`config.mk`:
```
export PLATFORM = sky130hd
export DESIGN_NAME = ptk_dump
export DESIGN_NICKNAME = d
export VERILOG_FILES = /design/src/sv/ptk_pkg.sv /design/src/sv/ptk_dump.sv
export VERILOG_INCLUDE_DIRS = /design/src /design/src/sv
export SDC_FILE = /design/constraint.sdc
export NUM_CORES = 1
export LEC_CHECK = 0
export BUFFER_PORTS_ARGS = -buffer_cell sky130_fd_sc_hd__buf_2
export CORE_AREA = 2 2 143 145
export CTS_CLUSTER_SIZE = 12
export DETAILED_ROUTE_END_ITERATION = 8
export DIE_AREA = 0 0 145 147
export SETUP_SLACK_MARGIN = 0.15
export SLEW_MARGIN = 20
export SYNTH_ARGS = -nofsm -noshare
export SYNTH_HDL_FRONTEND = slang
export SYNTH_SLANG_ARGS = --single-unit
```
`constraint.sdc`:
```
create_clock -name clk -period 6.7 [get_ports clk]
set_input_delay 0 -clock clk [delete_from_list [all_inputs] [get_ports clk]]
set_output_delay 0 -clock clk [all_outputs]
set_load 0.05 [all_outputs]
```
`src/sv/per_seed_top_k_tracker_top_assert.svh`:
```
// Assertion macros shared by the tracker modules
`ifndef PER_SEED_TOP_K_TRACKER_TOP_ASSERT_SVH
`define PER_SEED_TOP_K_TRACKER_TOP_ASSERT_SVH

`ifndef SYNTHESIS
`define PTK_ASSERT(name, prop) \
  name: assert property (@(posedge clk) disable iff (rst) prop) \
    else $error("ptk assertion failed");
`define PTK_ASSERT_ALWAYS(name, prop) \
  name: assert property (@(posedge clk) prop) \
    else $error("ptk assertion failed");
`else
`define PTK_ASSERT(name, prop)
`define PTK_ASSERT_ALWAYS(name, prop)
`endif

`endif

```
`src/sv/ptk_pkg.sv`:
```
// Types, constants and helper functions for the per-seed top-k tracker
package ptk_pkg;

  localparam int MAX_K     = 16;
  localparam int MAX_SEEDS = 4;
  localparam int IDX_W     = $clog2(MAX_K);
  localparam int FILL_W    = $clog2(MAX_K + 1);
  localparam int SEED_W    = 2;
  localparam int NUM_CLASSES = 2;
  localparam logic [31:0] CLASS_BIT = 32'h8000_0000;

  localparam logic KIND_OFFER = 1'b0;
  localparam logic KIND_DUMP  = 1'b1;

  localparam logic REG_TOP_K      = 1'b0;
  localparam logic REG_SEED_COUNT = 1'b1;

  typedef struct packed {
    logic [31:0] id;
    logic [31:0] score;
  } entry_t;

  typedef struct packed {
    logic             cls;
    logic [IDX_W-1:0] idx;
  } rd_req_t;

  typedef enum logic {
    ST_IDLE,
    ST_EMIT
  } dump_state_t;

  // a ranks strictly ahead of b
  function automatic logic better(entry_t a, entry_t b);
    better = (a.score > b.score) || ((a.score == b.score) && (a.id > b.id));
  endfunction

  function automatic logic [FILL_W-1:0] eff_k(logic [4:0] v);
    logic [FILL_W-1:0] r;
    if (v == 5'd0) begin
      r = FILL_W'(1);
    end else if (32'(v) > MAX_K) begin
      r = FILL_W'(MAX_K);
    end else begin
      r = FILL_W'(v);
    end
    eff_k = r;
  endfunction

  function automatic logic [2:0] eff_seeds(logic [2:0] v);
    logic [2:0] r;
    if (v == 3'd0) begin
      r = 3'd1;
    end else if (32'(v) > MAX_SEEDS) begin
      r = 3'(MAX_SEEDS);
    end else begin
      r = v;
    end
    eff_seeds = r;
  endfunction

endpackage

```
`src/sv/ptk_dump.sv`:
```
// Dump sequencer: merges the lane read ports and emits one list best-first
`include "per_seed_top_k_tracker_top_assert.svh"

module ptk_dump (
  input  logic                       clk,
  input  logic                       rst,
  input  logic                       dump_go,
  input  logic                       dump_class,
  input  logic [ptk_pkg::SEED_W-1:0] dump_seed,
  input  logic [ptk_pkg::FILL_W-1:0] k,
  input  ptk_pkg::entry_t            lane_entry [ptk_pkg::MAX_SEEDS],
  input  logic [ptk_pkg::FILL_W-1:0] lane_fill  [ptk_pkg::MAX_SEEDS],
  output ptk_pkg::rd_req_t           rd,
  output logic                       busy,
  output logic                       result_valid,
  output logic [31:0]                entry_id,
  output logic [31:0]                entry_score,
  output logic [3:0]                 entry_rank,
  output logic                       list_empty,
  output logic                       last
);
  import ptk_pkg::*;

  dump_state_t       state, state_next;
  logic              cls;
  logic [SEED_W-1:0] seed;
  logic [IDX_W-1:0]  idx, idx_next;

  logic [FILL_W-1:0] len;
  entry_t            sel_entry;
  logic              emit, emit_last, emit_empty;

  always_ff @(posedge clk) begin
    if (rst) begin
      state <= ST_IDLE;
      idx   <= '0;
    end else begin
      state <= state_next;
      idx   <= idx_next;
    end
  end

  always_ff @(posedge clk) begin
    if (dump_go) begin
      cls  <= dump_class;
      seed <= dump_seed;
    end
  end

  always_comb begin
    len = (lane_fill[seed] > k) ? k : lane_fill[seed];
    sel_entry = lane_entry[seed];
    state_next = state;
    idx_next = idx;
    emit = 1'b0;
    emit_last = 1'b0;
    emit_empty = 1'b0;
    case (state)
      ST_IDLE: begin
        if (dump_go) begin
          state_next = ST_EMIT;
          idx_next = '0;
        end
      end
      ST_EMIT: begin
        emit = 1'b1;
        if (len == '0) begin
          emit_empty = 1'b1;
          emit_last = 1'b1;
          state_next = ST_IDLE;
        end else begin
          emit_last = ({1'b0, idx} + FILL_W'(1)) == len;
          idx_next = idx + IDX_W'(1);
          if (emit_last) begin
            state_next = ST_IDLE;
          end
        end
      end
      default: begin
        state_next = ST_IDLE;
      end
    endcase
  end

  assign rd.cls = cls;
  assign rd.idx = idx;
  assign busy = (state != ST_IDLE);

  always_ff @(posedge clk) begin
    if (rst) begin
      result_valid <= 1'b0;
    end else begin
      result_valid <= emit;
    end
  end

  always_ff @(posedge clk) begin
    if (emit) begin
      entry_id    <= emit_empty ? 32'd0 : sel_entry.id;
      entry_score <= emit_empty ? 32'd0 : sel_entry.score;
      entry_rank  <= emit_empty ? 4'd0 : 4'(idx);
      list_empty  <= emit_empty;
      last        <= emit_last;
    end
  end

  `PTK_ASSERT(a_burst_unbroken, (result_valid && !last) |=> result_valid)
  `PTK_ASSERT(a_rank_steps,
    (result_valid && !last) |=> entry_rank == 4'($past(entry_rank) + 4'd1))
  `PTK_ASSERT(a_empty_single, (result_valid && list_empty) |-> (last && entry_rank == 4'd0))
  `PTK_ASSERT_ALWAYS(a_idle_after_last, (result_valid && last) |-> state == ST_IDLE)

endmodule

```
Yosys cells after proc, flatten, opt, wreduce, memory -nomap -nowiden
Index checks and enable logic that the tools add are counted.
{"block": "word_totals", "input_bits": 287, "reg_bits": 79, "output_inout_bits": 77}
{"block": "op_classes", "n_eq_ne": 3, "magnitude_cmp": 2, "bitwise_logic": 2, "mux": 18, "addsub": 2, "reduce_logical": 2}
{"op": "64-bit binary-select mux with 2-bit select", "n": 1}
{"op": "64-bit 2-to-1 mux", "n": 2}
{"op": "5-bit 2-to-1 mux", "n": 3}
{"op": "5-bit binary-select mux with 2-bit select", "n": 1}
{"op": "4-bit 2-to-1 mux", "n": 2}
{"op": "4-bit case mux with 2 select lines", "n": 1}
{"op": "1-bit 2-to-1 mux", "n": 7}
{"op": "4-bit by 1-bit adder with 5-bit output (second input constant)", "n": 1}
{"op": "5-bit == test", "n": 1}
{"op": "5-bit greater-than comparator", "n": 1}
{"op": "5-bit logical NOT", "n": 1}
{"op": "4-bit by 1-bit adder with 4-bit output (second input constant)", "n": 1}
{"op": "2-bit inequality test (second input constant)", "n": 2}
{"op": "3-bit greater-or-equal comparator (second input constant)", "n": 1}
{"op": "2-bit inverter with 3-bit output", "n": 1}
{"op": "1-bit case mux with 2 select lines", "n": 1}
{"op": "2-bit AND reduction", "n": 1}
{"op": "1-bit inverter", "n": 1}

Longest topological paths before layout
Gate-level depths: netlist of run 1.
{"block": "logic_depth", "word_depth": 10, "ltp_mapped": 13, "mapped_depth_nobuf": 10}

Worst setup path after synthesis of run 1
No wires, ideal clock.
{"block": "synth_timing", "kind": "register to register", "startpoint": "reg state (netlist: busy)", "endpoint": "reg entry_id[0] (data pin)", "stages_incl_launch_ff": 6, "arrival_time_ns": 3.011, "setup_ns": 0.257, "slack_ns": 3.432, "period_less_slack_ns": 3.268, "path_cell_list": "dfxtp_1 > clkbuf_1 > nor2b_1 > buf_2 > buf_2 > nor2b_1"}
{"block": "synth_between", "elab_chain_len": 1}
{"item": "start, declared", "line_no": "ptk_dump.sv:24", "source": "dump_state_t state, state_next;"}
{"item": "start signal, assigned", "line_no": "ptk_dump.sv:38", "source": "state <= state_next;"}
{"item": "1-bit 2-to-1 mux", "line_no": "ptk_dump.sv:58", "source": "case (state)"}
{"item": "end signal, assigned", "line_no": "ptk_dump.sv:99", "source": "entry_id <= emit_empty ? 32'd0 : sel_entry.id;"}
{"item": "end, declared", "line_no": "ptk_dump.sv:16", "source": "output logic [31:0] entry_id,"}
No other way between the ends.
A chain may end at the register's enable or synchronous reset.

Worst setup path in the final report of run 1
{"block": "layout_timing", "startpoint": "reg seed[0]", "endpoint": "reg entry_id[14] (data pin)"}
{"block": "layout_between", "elab_chain_len": 9}
{"item": "start, declared", "line_no": "ptk_dump.sv:26", "source": "logic [SEED_W-1:0] seed;"}
{"item": "start signal, assigned", "line_no": "ptk_dump.sv:46", "source": "seed <= dump_seed;"}
{"item": "2-bit inverter with 3-bit output (implied by the code) (*)", "line_no": "ptk_dump.sv:51, ptk_dump.sv:52"}
{"item": "5-bit binary-select mux with 2-bit select", "line_no": "ptk_dump.sv:51", "source": "len = (lane_fill[seed] > k) ? k : lane_fill[seed];"}
{"item": "5-bit 2-to-1 mux (implied by the code) (2 in series)", "line_no": "ptk_dump.sv:51"}
{"item": "5-bit greater-than comparator", "line_no": "ptk_dump.sv:51"}
{"item": "5-bit 2-to-1 mux", "line_no": "ptk_dump.sv:51"}
{"item": "5-bit logical NOT", "line_no": "ptk_dump.sv:67", "source": "if (len == '0) begin"}
{"item": "1-bit 2-to-1 mux", "line_no": "ptk_dump.sv:67"}
{"item": "1-bit 2-to-1 mux", "line_no": "ptk_dump.sv:58"}
Every way passes the cells marked *; elsewhere a longest branch is shown, timed or not. The select of a mux whose other input is x is not followed.

==> results of run 1 <==
-- cells by family after synthesis --
group / Yosys count / share of synthesized area [%]
AND/OR/NAND/NOR: 93 / 11.6
flip-flops: 79 / 47.6
multiplexers: 73 / 32.8
buffers and inverters: 31 / 2.83
AO/OA/AOI/OAI: 14 / 1.83
XOR/XNOR: 10 / 1.80
adder cells (fa/ha/maj): 6 / 1.55
-- cells in the final DEF, fill, tap and decap left out, types with 2 or more instances in the layout --
master,Yosys,final
bufinv_16,0,2
dlygate4sd3_1,0,5
a21boi_0,2,2
mux4_2,69,69
nor2b_1,71,70
buf_4,1,5
clkbuf_1,11,2
ha_1,6,6
xor2_1,2,2
o21ai_0,3,3
dfxtp_1,6,5
a21oi_1,3,3
or4_1,2,2
mux2i_1,4,4
edfxtp_1,73,73
nand2_1,4,4
nand3_1,5,5
buf_2,8,363
xnor2_1,8,8
clkbuf_16,0,9
nor2_1,4,4
inv_1,5,5
-- cell type report --
cell class              count  area [um2]  area share, %
diodes                      1        2.50         0.0340
multi-input cells         196        2420           32.9
well taps                 270         338           4.59
repair buffers            375        1950           26.5
clock inverters             5        81.3           1.11
inverters                   5        18.8          0.255
flip-flops and latches     79        2320           31.5
clock buffers              11         233           3.17
-- stage by stage --
stage	std cells	hold slack (ns)	utilization, %	total power [mW]	instance area [um2]
2_1_floorplan	306	0.0624	-	1.03	4860
3_3_place_gp	918	0.181	35.0	1.20	6940
3_5_place_dp	920	0.180	35.2	1.21	6990
4_1_cts	941	0.146	37.0	1.75	7350
5_1_grt	941	0.153	37.0	1.80	7350
6_report	942	0.164	37.0	1.72	7350
-- layer usage --
layer	share of wire (%)	track usage, %	vias up
met5	0	0	-
met4	1.3	4.16	0
met3	8.3	4.94	10
met2	51	26.0	210
met1	39	18.7	2073
li1	-	-	1943
-- what timing repair did --
item | 4_1_cts | 5_1_grt
buffers inserted | 0 | 0
hold buffers | 5 | 0
hold endpoints to repair | 11 | 0
endpoints found under the setup margin | 0 | 0
-- power groups by stage --
stage / clock network, mW / registers, mW / logic (mW)
final: 0.524 / 0.643 / 0.552
after global routing: 0.567 / 0.650 / 0.587
after CTS: 0.542 / 0.645 / 0.561
after detailed placement: 0 / 0.655 / 0.558
after global placement: 0 / 0.656 / 0.547
after floorplan: 0 / 0.841 / 0.188
-- critical path, cell delays in order (launching register included) --
cell and delay [ns]:
edfxtp_1 0.34, buf_4 0.38, mux4_2 0.61, ha_1 0.32, a21o_1 0.14, mux2i_1 0.08
a21oi_1 0.38, mux2i_1 0.34, nor2b_4 0.60, buf_16 0.24, buf_4 0.29, nor2b_1 0.09
-- path summary, 6_finish.rpt --
path	startpoint	to	slack, ns	cells after the start
max reg2reg	seed[0]$_DFFE_PP_	entry_id[14]$_SDFFCE_PP0P_	2.61	11
max	seed[0]$_DFFE_PP_	entry_id[14]$_SDFFCE_PP0P_	2.61	11
min	lane_entry[88]	entry_score[24]$_SDFFCE_PP0P_	0.16	3
min reg2reg	idx[3]$_SDFFE_PP0P_	idx[3]$_SDFFE_PP0P_	0.58	2
-- sequential cells by signal, indices dropped and copies added, names as in the netlist --
signal	count
busy	1
result_valid	1
entry_id	32
last	1
cls	1
entry_score	32
seed	2
idx	4
list_empty	1
entry_rank	4
==> flow_summary.ini, run 1 <==
[outcome]
outcome = finished clean

[run]
max_cap_viol_count = 0

[place]
numPortBuffers = 363
gp_congestion = 0.829
pre_cts_ws_ns = 2.55
place_hpwl_um = 13800

[cts]
h-tree-depth = 3
cts_buffer_depth = 2
path_clk_slew_ns = 0.06
cts.sinks = 79
tritoncts = built
cts_made_buffers = 9
post_cts_resized = 0
clk_latency_ns = 0.34
clockRootBuffer = clkbuf_16

[logic_synthesis]
netlist_area_mm2 = 0.00486
synth_area_leader_cell = edfxtp_1
yosys_warnings = 0
synth_cells = 306
ys_top_cells_by_count = edfxtp_1, nor2b_1, mux4_2, clkbuf_1
synth-edff-count = 73
async_reset_ff_share_pct = 0
synth_top_cell_area_share_pct = 45.1
syn_nets = 599
synthFlopType = edfxtp_1
yosysMostFrequentCell = edfxtp_1
avgSynthCellArea_um2 = 15.9
netlist-cell-type-count = 34
ys_seq_area_share_pct = 47.6
yosys-top-cells-area = edfxtp_1, mux4_2, nor2b_1
synth-seq-cells = 79

[sta]
fmax_mhz = 245
slew_viol_final = 0
slew_headroom_pct = 38.7
setup_violations = 0
tns_ns = 0
final.setup_skew_ns = 0.00732
worst_pin_slew_ns = 0.919
timing.final.crit_period_ns = 4.09
finalHoldViolCount = 0
rsz0062_at_grt = no
setup_ws_ns = 2.61
min_period_over_period_pct = 61.0

[grt]
first_global_vias = 4377
overflow = 0
grt_usage_pct = 15.3
grt_max_degree = 53
grt_pass1_wl_um = 24700
grt_antenna_before_repair = 2

[power]
p_int_mw = 1.17
worst_ir_drop_vdd_v = 0.000117
seqPwrFrac_pct = 37.4
p_leak_nw = 3.21
p_per_area_mw_per_mm2 = 234
comb_power_share_pct = 32.1
swShare_pct = 32.2
switching_power_uw = 553
power_frac_clock_pct = 30.5

[route]
via_count = 4236
first_iter_violations = 153
drc = 0
firstDrtPassIters = 6
wl_per_cell_um = 17.7
viasPerCell = 4.50
ant_nets = 0
finalWirelength_um = 16600

[hold_path]
hold_class = primary input to flop

[worst_setup_path]
cp.arrival_ns = 4.17
endpoint_kind = flop
startpoint_type = flop
required_ns = 6.78
crit_path_max_fanout = 26
critPathKind = flop to flop

[finish]
fillCellCount = 1951
syn2layout_area_growth_pct = 51.3
layout-drive-gt1-share_pct = 68.3
fin_nets = 959

[die]
io_pins = 364
start_util_pct = 24.5
rows = 52
die_x_um = 145
core_area_mm2 = 0.0198
floorplan.die.height_um = 147
die_area_mm2 = 0.0213
No activity file was read; power rests on OpenSTA's default activity.
==> run 2, diff against run 1 <==
Clock period 6.7 ns to 3.8 ns, I/O delays scaled along.
==> flow_summary.ini, run 2 (synthesis gave the netlist of run 1 again) <==
[route]
via_count = 4241
finalWirelength_um = 16300
ant_nets = 0
viasPerCell = 4.50
firstDrtPassIters = 4
wl_per_cell_um = 17.3
first_iter_violations = 139
drc = 0

[sta]
worst_pin_slew_ns = 0.828
min_period_over_period_pct = 80.8
fmax_mhz = 326
setup_violations = 0
rsz0062_at_grt = no
final.setup_skew_ns = 0.00946
slew_headroom_pct = 44.8
tns_ns = 0
timing.final.crit_period_ns = 3.07
finalHoldViolCount = 0
slew_viol_final = 0

[grt]
grt_antenna_before_repair = 2
first_global_vias = 4330
grt_pass1_wl_um = 24100
grt_max_degree = 61
grt_usage_pct = 14.8
overflow = 0

[worst_setup_path]
crit_path_max_fanout = 55
cp-startpoint = seed[0]$_DFFE_PP_
crit_path_top_delay_cell = mux4_2
startpoint_type = flop
cpPeakStageDelay_ns = 0.60
critPathKind = flop to flop
reg2reg_from = seed[0]$_DFFE_PP_
required_ns = 3.88
endpoint_kind = flop
worstRegToRegCells = 11
cp.arrival_ns = 3.15
r2r_end = entry_id[14]$_SDFFCE_PP0P_
r2r_setup_slack_ns = 0.73
crit_chain = mux4_2 -> ha_1 -> a21o_1 -> mux2i_1 -> a21oi_1 -> buf_4 -> mux2i_1 -> buf_4 -> nor2b_4 -> buf_12 -> nor2b_1

[die]
die_x_um = 145
start_util_pct = 24.5
die_area_mm2 = 0.0213
core_area_mm2 = 0.0198
io_pins = 364
floorplan.die.height_um = 147
rows = 52

[finish]
seq_area_mm2 = 0.00232
layout-drive-gt1-share_pct = 68.3
layout_commonest_cell = buf_2
multi_input_area_mm2 = 0.00242
fin_nets = 960
fillCellCount = 1943
syn2layout_area_growth_pct = 50.7
reg_top3 = entry_id: 32 flops, entry_score: 32 flops
layoutNonFillerInstCount = 943
mostFrequentLayoutCells = buf_2, edfxtp_1, nor2b_1

[power]
p_leak_nw = 3.20
p_per_area_mw_per_mm2 = 405
worst_ir_drop_vdd_v = 0.000194

[place]
place_hpwl_um = 13200
place_inst = 921
numPortBuffers = 363
gp_congestion = 0.874

[hold_path]
holdPathEnd = entry_score[6]$_SDFFCE_PP0P_
min_from = lane_entry[198]
hold_class = primary input to flop
hold_depth = 3

[cts]
cts.sinks = 79
h-tree-depth = 3
clockRootBuffer = clkbuf_16
post_cts_resized = 0
tritoncts = built
cts_made_buffers = 9
cts_buffer_depth = 2
clk_latency_ns = 0.34
post_cts_buffers = 0
path_clk_slew_ns = 0.06

[outcome]
outcome = finished clean

[run]
max_cap_viol_count = 0
[run 2: worst max path at each step]
stage,end,slack [ns]
after floorplan,entry_id[0]$_SDFFCE_PP0P_,0.53
after global placement,entry_id[10]$_SDFFCE_PP0P_,0.79
after detailed placement,entry_id[14]$_SDFFCE_PP0P_,0.72
after CTS,entry_id[22]$_SDFFCE_PP0P_,0.70
after global routing,entry_id[14]$_SDFFCE_PP0P_,0.53
final,entry_id[14]$_SDFFCE_PP0P_,0.73
[run 2: cell type report]
| class | count | share of cell area, % |
|---|---|---|
| Multi-Input combinational cell | 196 | 33.0 |
| Sequential cell | 79 | 31.6 |
| Timing Repair Buffer | 376 | 26.5 |
| Tap cell | 270 | 4.62 |
| Clock buffer | 10 | 3.13 |
| Clock inverter | 6 | 0.821 |
| Inverter | 5 | 0.256 |
| Antenna cell | 1 | 0.0342 |
[run 2: timing repair]
action,4_1_cts,5_1_grt
endpoints found under the hold margin,11,0
setup endpoints to repair,0,0
hold buffers,5,0
[run 2: layer usage]
metal / track usage (%) / vias to the layer above / part of all wire (%) / wire [um]
met4: 3.86 / 0 / 1.3 / 212
met3: 4.75 / 15 / 8.2 / 1340
met2: 25.1 / 211 / 50 / 8100
met1: 18.2 / 2069 / 41 / 6640
met5: 0 / - / 0 / 0
li1: - / 1946 / - / -
[run 2: where the power goes]
part | leakage [nW] | switching, mW | total (mW) | internal [mW]
sequential | 0.742 | 0.0446 | 1.13 | 1.09
combinational | 2.31 | 0.580 | 0.975 | 0.395
clock | 0.140 | 0.348 | 0.855 | 0.507
[run 2: critical path, delay by kind of cell, from the launching register on]
kind	cells	cell delay (ns)
adder cells (fa/ha/maj)	1	0.31
AND/OR/NAND/NOR	2	0.23
AO/OA/AOI/OAI	2	0.26
multiplexers	3	0.84
flip-flops	1	0.56
buffers and inverters	3	0.58
[run 2: per-stage QoR]
step                area (um2)  util (%)  hold WS (ns)  worst slack, ns  power [mW]
floorplan                 4860         -        0.0624            0.532        1.81
global placement          6980      35.2         0.177            0.795        2.12
detailed placement        6980      35.2         0.178            0.720        2.14
CTS                       7320      36.9         0.150            0.702        3.01
global route              7320      36.9         0.159            0.532        3.10
finish                    7320      36.9         0.161            0.729        2.96
==> run 3, diff against run 2 <==
Settings changed: CORE_AREA 2 2 143 145 to 2 2 140 142, DIE_AREA 0 0 145 147 to 0 0 142 144.
Clock period 3.8 ns to 2.63 ns, I/O delays scaled along.
==> flow_summary.ini, run 3 (synthesis gave the netlist of run 1 again) <==
[hold_path]
hold_class = primary input to flop

[sta]
final.setup_skew_ns = 0.00491
timing.final.crit_period_ns = 2.84
fmax_mhz = 352
finalHoldViolCount = 0
setup_ws_ns = -0.215
slew_viol_final = 0
worst_pin_slew_ns = 0.757
rsz0062_at_grt = yes
setup_violations = 75
slew_headroom_pct = 49.6
min_period_over_period_pct = 108

[grt]
first_global_vias = 4273
grt_usage_pct = 14.4
grt_max_degree = 41
grt_antenna_before_repair = 0
overflow = 0
grt_pass1_wl_um = 22300

[cts]
path_clk_slew_ns = 0.06
cts_buffer_depth = 2
h-tree-depth = 3
tritoncts = built
cts.sinks = 79
clk_latency_ns = 0.33
cts_made_buffers = 9
clockRootBuffer = clkbuf_16

[die]
rows = 51
io_pins = 364
start_util_pct = 25.5
floorplan.die.height_um = 144
core_area_mm2 = 0.0191
die_x_um = 142
die_area_mm2 = 0.0204

[power]
worst_ir_drop_vdd_v = 0.000279
p_per_area_mw_per_mm2 = 568
p_leak_nw = 3.38

[worst_setup_path]
endpoint_kind = flop
crit_path_max_fanout = 18
critPathBufInv = 3
startpoint_type = flop
cp.arrival_ns = 3.03
cpPeakStageDelay_ns = 0.53
required_ns = 2.82
critPathKind = flop to flop
crit_path_top_delay_cell = mux4_2
cpMostUsedCell = buf_12
cp_top_family = multiplexers
crit_chain = buf_6 -> mux4_2 -> ha_4 -> a21o_1 -> mux2i_1 -> a21oi_2 -> mux2i_4 -> nor2b_4 -> buf_12 -> buf_12 -> nor2b_1

[place]
numPortBuffers = 363
gp_congestion = 0.860
place_hpwl_um = 13100
place_inst = 900
pre_cts_ws_ns = -0.180

[finish]
reg_top3 = entry_id: 32 flops, entry_score: 32 flops
fin_nets = 978
layout-drive-gt1-share_pct = 73.2
mostFrequentLayoutCells = buf_2, edfxtp_1, mux4_2
layout_commonest_cell = buf_2
syn2layout_area_growth_pct = 57.5
fillCellCount = 1857
layoutNonFillerInstCount = 928
n_antenna_cell = 0

[route]
firstDrtPassIters = 4
ant_nets = 0
viasPerCell = 4.64
drc = 0
finalWirelength_um = 16600
first_iter_violations = 96
wl_per_cell_um = 17.8
via_count = 4303

[run]
max_cap_viol_count = 0

[outcome]
outcome = finished, violations left
failed_checks = setup timing
run 3: cell count changes in the layout (fill, tap and decap cells not counted), sizes merged:
cell,delta
buf,+16
clkbuf,+2
diode,-1
run 3: worst min-delay path, stage by stage:
cell and delay [ns]:
buf_2 0.07, mux4_2 0.20, nor2b_1 0.11
run 3: layer usage:
metal / global-route usage (%) / wire length (um)
met1: 15.8 / 6070
met2: 26.6 / 8760
met3: 4.57 / 1490
met4: 4.58 / 246
met5: 0 / 0
run 3: worst paths after layout:
| path | slack [ns] | cells past startpoint | end | startpoint |
|---|---|---|---|---|
| setup / recovery | -0.21 | 11 | entry_id[21]$_SDFFCE_PP0P_ | seed[0]$_DFFE_PP_ |
| hold / removal | 0.17 | 3 | entry_score[24]$_SDFFCE_PP0P_ | lane_entry[24] |
| hold reg to reg | 0.58 | 2 | idx[1]$_SDFFE_PP0P_ | idx[1]$_SDFFE_PP0P_ |
| setup reg to reg | -0.21 | 11 | entry_id[21]$_SDFFCE_PP0P_ | seed[0]$_DFFE_PP_ |
run 3: layout make-up:
class	count	area (um2)	area share [%]
clock buffer	10	229	2.99
clock inverter	6	60.1	0.785
inverter	5	18.8	0.245
multi-input combinational	196	2580	33.7
sequential	79	2320	30.3
tap	238	298	3.89
timing repair buffer	394	2150	28.1
run 3: per-stage QoR:
| stage | area (um2) | utilization [%] | setup TNS, ns | hold slack [ns] | power (mW) |
|---|---|---|---|---|---|
| after floorplan | 4900 | - | -6.87 | 0.0624 | 2.62 |
| after global placement | 7060 | 37.0 | -8.79 | 0.178 | 3.10 |
| after detailed placement | 7060 | 37.0 | -11.09 | 0.178 | 3.11 |
| after CTS | 7410 | 38.9 | -10.21 | 0.146 | 4.38 |
| after global routing | 7650 | 40.1 | -30.07 | 0.163 | 4.55 |
| final | 7650 | 40.1 | -13.53 | 0.167 | 4.35 |
run 3: report_power, final:
part | internal (mW) | switching [mW]
Sequential | 1.57 | 0.0413
Clock | 0.732 | 0.491
Combinational | 0.637 | 0.879
run 3: what timing repair did:
item,4_1_cts,5_1_grt
cloned,0,4
pin swaps,0,3
resized for setup,1,31
setup endpoints to repair,75,75
hold buffers,5,0
buffers inserted,2,1
hold endpoints to repair,11,0
